===== config.mk =====
export PLATFORM = sky130hd
export DESIGN_NAME = serial_float_dac_with_resampler_core
export DESIGN_NICKNAME = d
export VERILOG_FILES = /design/src/rtl/sfdac_pkg.sv /design/src/rtl/serial_float_dac_with_resampler_core.sv
export SDC_FILE = /design/constraint.sdc
export NUM_CORES = 1
export LEC_CHECK = 0
export BUFFER_PORTS_ARGS = -buffer_cell sky130_fd_sc_hd__buf_4
export CAP_MARGIN = 20
export CORE_MARGIN = 4
export CORE_UTILIZATION = 40
export CTS_BUF_LIST = sky130_fd_sc_hd__clkbuf_8 sky130_fd_sc_hd__clkbuf_16
export DETAILED_ROUTE_END_ITERATION = 12
export PLACE_DENSITY_LB_ADDON = 0.08
export SLEW_MARGIN = 20
export SYNTH_ARGS = -nofsm -noshare
export SYNTH_HDL_FRONTEND = slang
export SYNTH_SLANG_ARGS = --single-unit

===== constraint.sdc =====
create_clock -name clk -period 4.2 [get_ports clk]
set_input_delay 1.26 -clock clk [delete_from_list [all_inputs] [get_ports clk]]
set_output_delay 1.26 -clock clk [all_outputs]
set_load 0.005 [all_outputs]

===== src/rtl/sfdac_pkg.sv =====
// ----------------------------------------------------------------------------
// sfdac_pkg
// Shared constants and the floating-point word decoder for the serial DAC.
// ----------------------------------------------------------------------------
package sfdac_pkg;

  // Resampler fixed-point format
  localparam int unsigned FRAC_BITS  = 16;
  localparam int unsigned CNT_W      = 40;
  localparam int unsigned RATE_W     = 32;
  localparam logic [RATE_W-1:0] RATE_RESET = 32'd5319479;
  localparam logic [CNT_W-1:0]  CNT_STEP   = CNT_W'(1) << FRAC_BITS;

  // Serial word layout
  localparam int unsigned SHIFT_W = 14;
  localparam int unsigned LATCH_W = 13;
  localparam int unsigned LEVEL_W = 16;
  localparam int unsigned MAN_W   = 9;

  // Configuration port
  localparam int unsigned ADDR_W = 3;
  localparam int unsigned DATA_W = 32;
  typedef enum logic [0:0] {
    REG_RATE_DIVIDER = 1'b0
  } reg_idx_t;

  // Decode a 13-bit latch into a signed 16-bit level
  function automatic logic signed [LEVEL_W-1:0] decode_word(input logic [LATCH_W-1:0] w);
    logic [2:0]         ex;
    logic               sgn;
    logic [MAN_W-1:0]   man;
    logic [LEVEL_W-1:0] mask;
    logic [LEVEL_W-1:0] shifted;
    ex      = w[12:10];
    sgn     = w[9];
    man     = w[MAN_W-1:0];
    mask    = sgn ? '0 : '1;
    man     = man ^ mask[MAN_W-1:0];
    shifted = LEVEL_W'(man) << ex;
    if (ex == 3'd0) begin
      decode_word = '0;
    end else begin
      decode_word = (shifted >> 1) ^ mask;
    end
  endfunction

endpackage


===== src/rtl/serial_float_dac_with_resampler_core.sv =====
// ----------------------------------------------------------------------------
// serial_float_dac_with_resampler_core
// Serial floating-point DAC front end with a fixed-point down-counting
// resampler that picks one decoded level per output sample period.
// ----------------------------------------------------------------------------
//
//  Channel  Direction  Handshake              Word
//  in_      input      in_valid / in_stall    serial_clock, serial_data, load_pin
//  out_     output     out_valid / out_stall  dac_level, resampled_value, sample_ready
//  cfg      APB slave  psel/penable/pready    rate_divider at byte address 0
//
//  One word in, one word out: the pin-edge logic, the decoder
//  and the counter update sit between the state registers and the output
//  register, so a word is accepted every cycle the output register is free
//  or being drained in that same cycle.
//  Result appears on the output in the cycle after acceptance.
//  in_stall rises only while a result waits and out_stall is high.
//  Synchronous active-low reset clears the pin, shift, latch, level and valid
//  state; rate and counter load the reset divider; a divider write reloads both.
//
module serial_float_dac_with_resampler_core (
  input  logic                               clk,
  input  logic                               rst_n,
  // input words
  input  logic                               in_valid,
  output logic                               in_stall,
  input  logic                               in_serial_clock,
  input  logic                               in_serial_data,
  input  logic                               in_load_pin,
  // result words
  output logic                               out_valid,
  input  logic                               out_stall,
  output logic signed [sfdac_pkg::LEVEL_W-1:0] out_dac_level,
  output logic signed [sfdac_pkg::LEVEL_W-1:0] out_resampled_value,
  output logic                               out_sample_ready,
  // configuration
  input  logic                               psel,
  input  logic                               penable,
  input  logic                               pwrite,
  input  logic [sfdac_pkg::ADDR_W-1:0]       paddr,
  input  logic [sfdac_pkg::DATA_W-1:0]       pwdata,
  output logic [sfdac_pkg::DATA_W-1:0]       prdata,
  output logic                               pready
);

  // State
  logic [sfdac_pkg::RATE_W-1:0]         rate_r;
  logic [sfdac_pkg::SHIFT_W-1:0]        shift_r,   shift_nxt;
  logic                                 sclk_r;
  logic                                 samp_ld_r, samp_ld_nxt;
  logic                                 held_ld_r, held_ld_nxt;
  logic [sfdac_pkg::LATCH_W-1:0]        latch_r,   latch_nxt;
  logic [sfdac_pkg::CNT_W-1:0]          cnt_r,     cnt_nxt;
  logic signed [sfdac_pkg::LEVEL_W-1:0] capt_r,    capt_nxt;

  // Output register
  logic                                 out_valid_r;
  logic signed [sfdac_pkg::LEVEL_W-1:0] out_level_r;
  logic signed [sfdac_pkg::LEVEL_W-1:0] out_resamp_r;
  logic                                 out_ready_r;

  logic                                 accept;
  logic                                 cfg_wr;
  logic                                 cfg_sel_rate;
  logic                                 sclk_rise, sclk_fall;
  logic signed [sfdac_pkg::LEVEL_W-1:0] level_nxt;
  logic [sfdac_pkg::CNT_W-1:0]          cnt_dec, cnt_wrap;
  logic                                 fire;

  // Handshakes
  assign in_stall     = out_valid_r & out_stall;
  assign accept       = in_valid & ~in_stall;
  assign pready       = 1'b1;
  assign cfg_wr       = psel & penable & pwrite;
  assign cfg_sel_rate = (paddr[sfdac_pkg::ADDR_W-1:2] == 1'(sfdac_pkg::REG_RATE_DIVIDER));
  assign prdata       = cfg_sel_rate ? rate_r : '0;

  // Serial pin edges, shift word and load latch
  assign sclk_rise = ~sclk_r & in_serial_clock;
  assign sclk_fall = sclk_r & ~in_serial_clock;

  always_comb begin
    shift_nxt   = shift_r;
    samp_ld_nxt = samp_ld_r;
    held_ld_nxt = held_ld_r;
    latch_nxt   = latch_r;
    if (sclk_rise) begin
      shift_nxt   = {in_serial_data, shift_r[sfdac_pkg::SHIFT_W-1:1]};
      samp_ld_nxt = in_load_pin;
    end
    if (sclk_fall) begin
      held_ld_nxt = samp_ld_nxt;
    end
    if (held_ld_nxt && !samp_ld_nxt) begin
      latch_nxt = shift_nxt[sfdac_pkg::LATCH_W-1:0];
    end
  end

  assign level_nxt = sfdac_pkg::decode_word(latch_nxt);

  // Resample counter: step down, add the divider on zero or below
  assign cnt_dec  = cnt_r - sfdac_pkg::CNT_STEP;
  assign cnt_wrap = cnt_r - sfdac_pkg::CNT_STEP + sfdac_pkg::CNT_W'(rate_r);
  assign fire     = (cnt_dec == '0) | cnt_dec[sfdac_pkg::CNT_W-1];

  always_comb begin
    cnt_nxt  = fire ? cnt_wrap : cnt_dec;
    capt_nxt = fire ? level_nxt : capt_r;
  end

  // Advance state on configuration writes, else on accepted words
  always_ff @(posedge clk) begin
    if (!rst_n) begin
      rate_r    <= sfdac_pkg::RATE_RESET;
      cnt_r     <= sfdac_pkg::CNT_W'(sfdac_pkg::RATE_RESET);
      shift_r   <= '0;
      sclk_r    <= 1'b0;
      samp_ld_r <= 1'b0;
      held_ld_r <= 1'b0;
      latch_r   <= '0;
      capt_r    <= '0;
    end else if (cfg_wr && cfg_sel_rate) begin
      rate_r <= pwdata;
      cnt_r  <= sfdac_pkg::CNT_W'(pwdata);
    end else if (accept) begin
      shift_r   <= shift_nxt;
      sclk_r    <= in_serial_clock;
      samp_ld_r <= samp_ld_nxt;
      held_ld_r <= held_ld_nxt;
      latch_r   <= latch_nxt;
      cnt_r     <= cnt_nxt;
      capt_r    <= capt_nxt;
    end
  end

  // Hold the result word until taken
  always_ff @(posedge clk) begin
    if (!rst_n) begin
      out_valid_r <= 1'b0;
    end else if (accept) begin
      out_valid_r <= 1'b1;
    end else if (!out_stall) begin
      out_valid_r <= 1'b0;
    end
  end

  always_ff @(posedge clk) begin
    if (accept) begin
      out_level_r  <= level_nxt;
      out_resamp_r <= capt_nxt;
      out_ready_r  <= fire;
    end
  end

  assign out_valid           = out_valid_r;
  assign out_dac_level       = out_level_r;
  assign out_resampled_value = out_resamp_r;
  assign out_sample_ready    = out_ready_r;

endmodule


**Yosys cells after proc, flatten, opt, wreduce, memory -nomap -nowiden**

Index checks and enable logic that the tools add are counted.

- Add/subtract/negate cells: 2
- Equality and inequality tests: 1
- Shift-type cells: 1
- Multiplexer cells: 13
- Bitwise operators: 15
- Reductions and logical operators: 9

Operators with widths:

| cell | number |
|---|---|
| two-way mux 32 bit | 3 |
| two-way mux 16 bit | 3 |
| adder 40 x 32 -> 40 bit | 1 |
| zero test 40 bit | 1 |
| two-way mux 40 bit | 1 |
| subtractor 40 x 17 -> 40 bit, second input constant | 1 |
| two-way mux 13 bit | 2 |
| left shift 9 x 3 -> 16 bit | 1 |
| XOR 15 x 16 -> 16 bit | 1 |
| XOR 9 bit | 1 |
| bitwise AND 1 bit | 6 |
| NOT 1 bit | 6 |
| two-way mux 1 bit | 4 |
| zero test 3 bit | 1 |
| AND reduction 3 bit | 1 |
| logical AND 1 bit | 2 |
| != test 2 x 1 -> 1 bit, second input constant | 1 |
| AND reduction 2 bit | 1 |
| nonzero test 2 bit | 1 |
| OR reduction 2 bit | 1 |
| zero test 1 bit | 1 |
| OR 1 bit | 1 |

- Register bits after elaboration: 152
- Input port bits: 45
- Output and inout port bits: 68
- Word-level logic and storage cells: 55

**Longest topological paths before layout**

Gate-level depths: netlist (run 1).

- Word-level depth: 12
- Mapped depth: 17
- Gate-level depth less buffers: 16

**Worst setup path before layout (run 1)**

No wires, ideal clock.

- Path type: reg-to-reg
- From: register cnt_r[16] in the netlist's numbering
- To: register cnt_r[35] in the netlist's numbering
- Setup time: 0.133 ns
- Arrival time: 3.827 ns
- Data required time: 4.067 ns
- Setup slack: 0.240 ns
- Stages on the path, launching flop included: 17
- Buffers on the path: 1
- Period minus slack after synthesis: 3.960 ns
- Path through: dfxtp_1 inv_1 ha_1 or3b_1 buf_2 o31a_1 nor2_1 inv_1 ha_1 nand2_1 or3_1 a211oi_1 o21ai_1 a211oi_1 mux2_2 a211oi_1 o211ai_1

- Cells in the longest elaborated chain, start to end: 4
- Elaborated cells on any way between the ends: 5
- Those cells by class: 2 x add/sub; 1 x mux; 1 x bitwise; 1 x reduce/logical

Ends and longest elaborated chain:

| what | line | text |
|---|---|---|
| start: declaration | serial_float_dac_with_resampler_core.sv:53 | `logic [sfdac_pkg::CNT_W-1:0] cnt_r, cnt_nxt;` |
| start signal: assignment | serial_float_dac_with_resampler_core.sv:115 | `cnt_r <= sfdac_pkg::CNT_W'(sfdac_pkg::RATE_RESET);` |
| start signal: assignment | serial_float_dac_with_resampler_core.sv:124 | `cnt_r <= sfdac_pkg::CNT_W'(pwdata);` |
| start signal: assignment | serial_float_dac_with_resampler_core.sv:131 | `cnt_r <= cnt_nxt;` |
| subtractor 40 x 17 -> 40 bit * | serial_float_dac_with_resampler_core.sv:102, serial_float_dac_with_resampler_core.sv:103 |  |
| parallel branches: the longest is 2 deep, another holds adder 40 x 32 -> 40 bit | - |  |
| two-way mux 40 bit * | serial_float_dac_with_resampler_core.sv:107 | `cnt_nxt = fire ? cnt_wrap : cnt_dec;` |

Mark *: on every way between the ends.
A chain may end at the register's enable or synchronous reset.

**Worst setup path after layout (run 1)**

- From: register cnt_r[16] in the netlist's numbering
- To: register cnt_r[34] in the netlist's numbering

The elaborated chain is that of the path after synthesis.

==> out/qor.txt, run 1 <==
CP max stage cell: a2111o_1
critical path's most frequent cell: a21o_1
RSZ-0062 raised after global routing: no
routed vias/inst: 5.61
die area: 26800 um2
core area: 23700 um2
ys async rst share: 0%
fin crit period: 3.93 ns
number of global-route vias before repair: 8582
starting DRC count in detailed routing: 639
Clock Sinks: 152
routed wire length: 29.8 mm
initial antenna violation count: 0
endpoint class of the critical path: flip-flop
cts hold-fix bufs: 0
main combinational cell family by area after synthesis: simple AND/OR/NAND/NOR gates
first-pass GRT wire length: 47.4 mm
Die X: 164 um
post-synthesis compound-gate area fraction: 23.7%
commonest cells in the netlist: nand2_1, a21oi_1, dfxtp_1, nor2_1, clkbuf_1
proportion of layout cells with a drive suffix above 1: 19.4%
Worst EP arrival: 4.29 ns
Post-Synth Simple-Gate Area: 23.9%
final max-slew violation count: 0
post-DP HPWL: 22.2 mm
Clock Root Buffer: clkbuf_16
Final nets: 1400
post-synthesis mux area share: 4.94%
Warnings, synthesis: 0
worst hold path type: reg2reg
EDFF count, synth: 33
max-cap violations: 0
final setup vio count: 0
Initial Util: 40.9%
Critical Path Max Stage Delay: 0.41 ns
largest net degree at the start of global routing: 45
crit path cell chain: inv_1 -> ha_1 -> or3b_1 -> buf_4 -> nor2_4 -> nand3b_1 -> xnor2_1 -> ha_1 -> a21o_1 -> a21o_1 -> a21o_1 -> a21o_1 -> a221oi_1 -> a22oi_4 -> a2111o_1 -> a21o_1 -> a21oi_1
grt total ovfl: 0
maximum buffer depth of the clock tree: 2
Hold Violations, Final: 0
io pins: 113
Final Skew: 0.0118 ns
adder-cell share of the synthesized area: 4.72%
Sum Neg Setup Slack: 0 ns
Leakage: 0.00451 uW
Reg clk slew, reported paths: 0.07 ns
fin crit share: 93.5%
Port-buffer cells: 109
P per Cell Area: 314 nW/um2
diode count: 0
worst-margin pin slew: 0.962 ns
clk_lat worst skew: 0.43 ns
Relative slew margins: 35.7%
Post-Syn Area: 9690 um2
Yosys reg bits: 152
Total Power: 3700 uW
Final Wtd Congestion: 0.900
Pre-antenna DRT Iters: 5
num rows: 56
Post-DRT Antenna Nets: 0
Most used DFF post-synth: dfxtp_1
FILL cells: 2405
drt drc: 0
most common cell in the synthesized netlist: nand2_1
area delta synth->final: 21.3%
synth unique cells: 86
Chip Height: 164 um
CTS buffer count: 17
Synthesized Nets: 1279
critical path class: reg2reg
dominant cell type by area after synthesis: dfxtp_1
max frequency: 0.255 GHz
Total GRT Usage: 22.1%
Max VDD drop: 0.253 mV
dpl cells: 1618
CTS tree: yes
sequential area share after synthesis: 34.8%
H-tree Lvls: 4
vias: 9267
cell count after synthesis: 1198
crit path max fanout: 8
synthesized area per cell: 8.09 um2
Worst EP required: 4.56 ns
fraction of synthesized cell area in xor and xnor cells: 3.80%
status: finished, final reports clean
share of the synthesized area in the top cell type: 24.6%
CP startpoint kind: flip-flop
WL per Instance: 18.0 um
non-filler cells, final: 1651
top cells by area, synth: dfxtp_1, edfxtp_1, nand2_1
layout by cell type, fill, tap and decap left out, drive strengths merged, types with 5 or more instances in the layout:
master	netlist	final
a31oi	12	12
and3	8	8
nor3	28	28
or2	8	8
nand4	15	15
o211ai	9	9
ha	35	35
a21oi	125	125
a211oi	25	25
a221oi	8	8
nor3b	5	5
nand2	187	187
nor4	14	14
a2111oi	12	12
a21boi	5	5
nor2b	41	41
o21ai	60	60
mux2i	22	22
a22oi	6	6
nor4b	5	5
clkbuf	57	17
nor2	96	96
buf	21	180
o21a	8	8
edfxtp	33	33
or3	9	9
nand3	27	27
and2	10	10
dfxtp	119	119
a211o	6	6
xor2	15	15
nand2b	6	6
xnor2	27	27
o221ai	5	5
a21o	16	16
a311oi	11	11
mux2	23	23
o21bai	5	5
inv	18	28
through the flow:
step / area [um2] / hold slack [ns] / worst slack (ns) / util [%]
floorplan: 9690 / 0.432 / 0.240 / -
global placement: 11100 / 0.438 / 0.0345 / 46.9
detailed placement: 11100 / 0.446 / 0.0209 / 46.9
CTS: 11700 / 0.456 / 0.00819 / 49.5
global route: 11800 / 0.477 / 0.00639 / 49.6
finish: 11800 / 0.453 / 0.274 / 49.6
worst max-delay path: cells and delay by family (launching register included):
family / cells / cell delay (ns)
DFF: 1 / 0.31
and+or+nand+nor: 3 / 0.70
xor gates and xnor gates: 1 / 0.19
adders and majority gates: 2 / 0.37
buffers and inverters: 2 / 0.27
AOI/OAI and AO/OA: 9 / 2.01
worst paths after layout:
| check | to | slack (ns) | cells past startpoint | startpoint |
|---|---|---|---|---|
| min reg2reg | capt_r[13] | 0.45 | 2 | capt_r[13] |
| min | capt_r[13] | 0.45 | 2 | capt_r[13] |
| max reg2reg | cnt_r[34] | 0.27 | 17 | cnt_r[16] |
| max | cnt_r[34] | 0.27 | 17 | cnt_r[16] |
power by group:
part,internal (uW),switching (uW)
clock network,902,697
logic,226,302
registers,1530,35.2
state kept, by name, summed over array words and instances (netlist names):
signal / cells
capt_r: 16
cnt_r: 40
held_ld_r: 1
latch_r: 13
out_dac_level: 16
out_resampled_value: 16
out_sample_ready: 1
out_valid: 1
rate_r: 32
samp_ld_r: 1
sclk_r: 1
shift_r: 14
routing by layer:
layer	wire length, um	GRT usage (%)
met1	14800	33.0
met2	12900	32.9
met3	1660	4.04
met4	372	5.34
met5	0	0
final cells by class:
cell class | count | area [um2] | share of cell area [%]
Clock buffer | 17 | 425 | 3.62
Clock inverter | 15 | 176 | 1.50
Inverter | 18 | 67.6 | 0.575
Multi-Input combinational cell | 950 | 5960 | 50.7
Sequential cell | 152 | 3370 | 28.7
Tap cell | 319 | 399 | 3.40
Timing Repair Buffer | 180 | 1350 | 11.5
cell families (layout without fill, tap and decap cells):
family / Yosys count / in the layout
buf+inv: 96 / 230
compound gates: 351 / 351
simple gates: 475 / 475
flops: 152 / 152
xor+xnor: 42 / 42
mux: 45 / 45
fa+ha+maj: 36 / 36
other cells: 1 / 1
repair_timing:
action,CTS,global route
setup endpoints to repair,0,4
gates resized for setup,0,9
setup buffers,0,1
No activity file was read; power rests on OpenSTA's default activity.
==> run 2, diff against run 1 <==
==> constraint.sdc (replaced) <==
create_clock -name clk -period 4.2 [get_ports clk]
set_input_delay 0.63 -clock clk [delete_from_list [all_inputs] [get_ports clk]]
set_output_delay 0.63 -clock clk [all_outputs]
set_load 0.005 [all_outputs]
==> out/qor.txt, run 2 (synthesized netlist as in run 1, its figures left out) <==
status: finished, final reports clean
crit path max fanout: 5
routed vias/inst: 5.67
io pins: 113
Final Wtd Congestion: 0.909
Hold Violations, Final: 0
fin crit share: 95.6%
non-filler cells, final: 1642
num rows: 56
initial antenna violation count: 0
maximum buffer depth of the clock tree: 2
Die X: 164 um
CTS buffer count: 17
Initial Util: 40.9%
Pre-antenna DRT Iters: 5
P per Cell Area: 322 nW/um2
flop2flop setup slack: 0.19 ns
commonest non-fill, non-tap cells in the layout: nand2_1, buf_4, a21oi_1, dfxtp_1, nor2_1
post-DP HPWL: 21.5 mm
biggest regs: cnt_r: 40 flops, rate_r: 32 flops
max FFs per register: 40
routed wire length: 29.8 mm
max frequency: 0.249 GHz
largest net degree at the start of global routing: 61
most common cell after layout, fill and taps aside: nand2_1
Post-DRT Antenna Nets: 0
max-cap violations: 0
diode count: 0
worst-margin pin slew: 1.01 ns
Final nets: 1391
number of global-route vias before repair: 8560
core area: 23700 um2
vias: 9307
WL per Instance: 18.2 um
Chip Height: 164 um
final max-slew violation count: 0
Reg clk slew, reported paths: 0.07 ns
drt drc: 0
Clock Sinks: 152
Final Skew: 0.0144 ns
H-tree Lvls: 4
post-route cell area: 11700 um2
cts hold-fix bufs: 0
fin crit period: 4.01 ns
Clock Root Buffer: clkbuf_16
Total GRT Usage: 22.2%
critical path class: reg2reg
final setup vio count: 0
Max VDD drop: 0.226 mV
starting DRC count in detailed routing: 809
Port-buffer cells: 109
postcts setup bufs: 0
Relative slew margins: 32.8%
Area after DPL: 11100 um2
CTS tree: yes
dpl cells: 1610
Worst EP arrival: 4.38 ns
Sum Neg Setup Slack: 0 ns
Worst EP required: 4.57 ns
endpoint class of the critical path: flip-flop
grt total ovfl: 0
CP startpoint kind: flip-flop
die area: 26800 um2
proportion of layout cells with a drive suffix above 1: 18.7%
Reg with most FFs: cnt_r
first-pass GRT wire length: 47.3 mm
clk_lat worst skew: 0.43 ns
worst hold path type: in2reg
area delta synth->final: 20.7%
Leakage: 0.00447 uW
## run 2: what timing repair did
action                     in CTS  in global routing
setup endpoints to repair       1                  4
hold endpoints to repair        0                  0
resized for setup               1                  5
## run 2: area by class of cell
cell class	instances	area (um2)
Sequential cell	152	3370
Inverter	18	67.6
Clock inverter	15	199
Tap cell	319	399
Fill cell	2392	12000
Multi-Input combinational cell	950	5950
Clock buffer	17	425
Timing Repair Buffer	171	1280
## run 2: path summary, 6_finish.rpt
kind | cells after the start | end | startpoint
worst max-delay path | 18 | cnt_r[33] | cnt_r[16]
worst min-delay path | 2 | out_valid | in_valid
worst max register to register | 18 | cnt_r[33] | cnt_r[16]
worst min register to register | 2 | capt_r[1] | capt_r[1]
## run 2: per-layer routing
layer | track usage (%) | vias up | wire, um
met3 | 4.06 | 38 | 1470
li1 | - | 4596 | -
met5 | 0 | - | 0
met4 | 6.79 | 0 | 624
met2 | 33.2 | 250 | 12900
met1 | 32.5 | 4423 | 14800
## run 2: power breakdown
| group | internal, uW | total [uW] | switching (uW) |
|---|---|---|---|
| logic | 218 | 519 | 301 |
| clock network | 963 | 1670 | 711 |
| registers | 1530 | 1570 | 36.1 |
## run 2: critical path, stage by stage (launching register included)
cell and delay [ns]:
dfxtp_1 0.31, inv_1 0.07, ha_1 0.21, or3b_1 0.39, o31a_1 0.26, nor2_2 0.13, inv_1 0.06, ha_1 0.33
a2111oi_0 0.45, o31ai_1 0.17, a211oi_1 0.30, o21ai_1 0.14, o21ai_1 0.15, buf_4 0.17, a211oi_4 0.07, buf_4 0.16
xor2_1 0.14, or3_1 0.30, a21oi_1 0.14
## run 2: stage by stage
step                setup WS (ns)  util [%]  power, uW  hold WS, ns
global placement           0.0563      46.7       2110        0.439
detailed placement        0.00982      46.7       2120        0.447
global route              -0.0632      49.4       3910        0.399
floorplan                   0.240         -       1910        0.432
CTS                         0.113      49.3       3790        0.395
finish                      0.186      49.4       3760        0.408
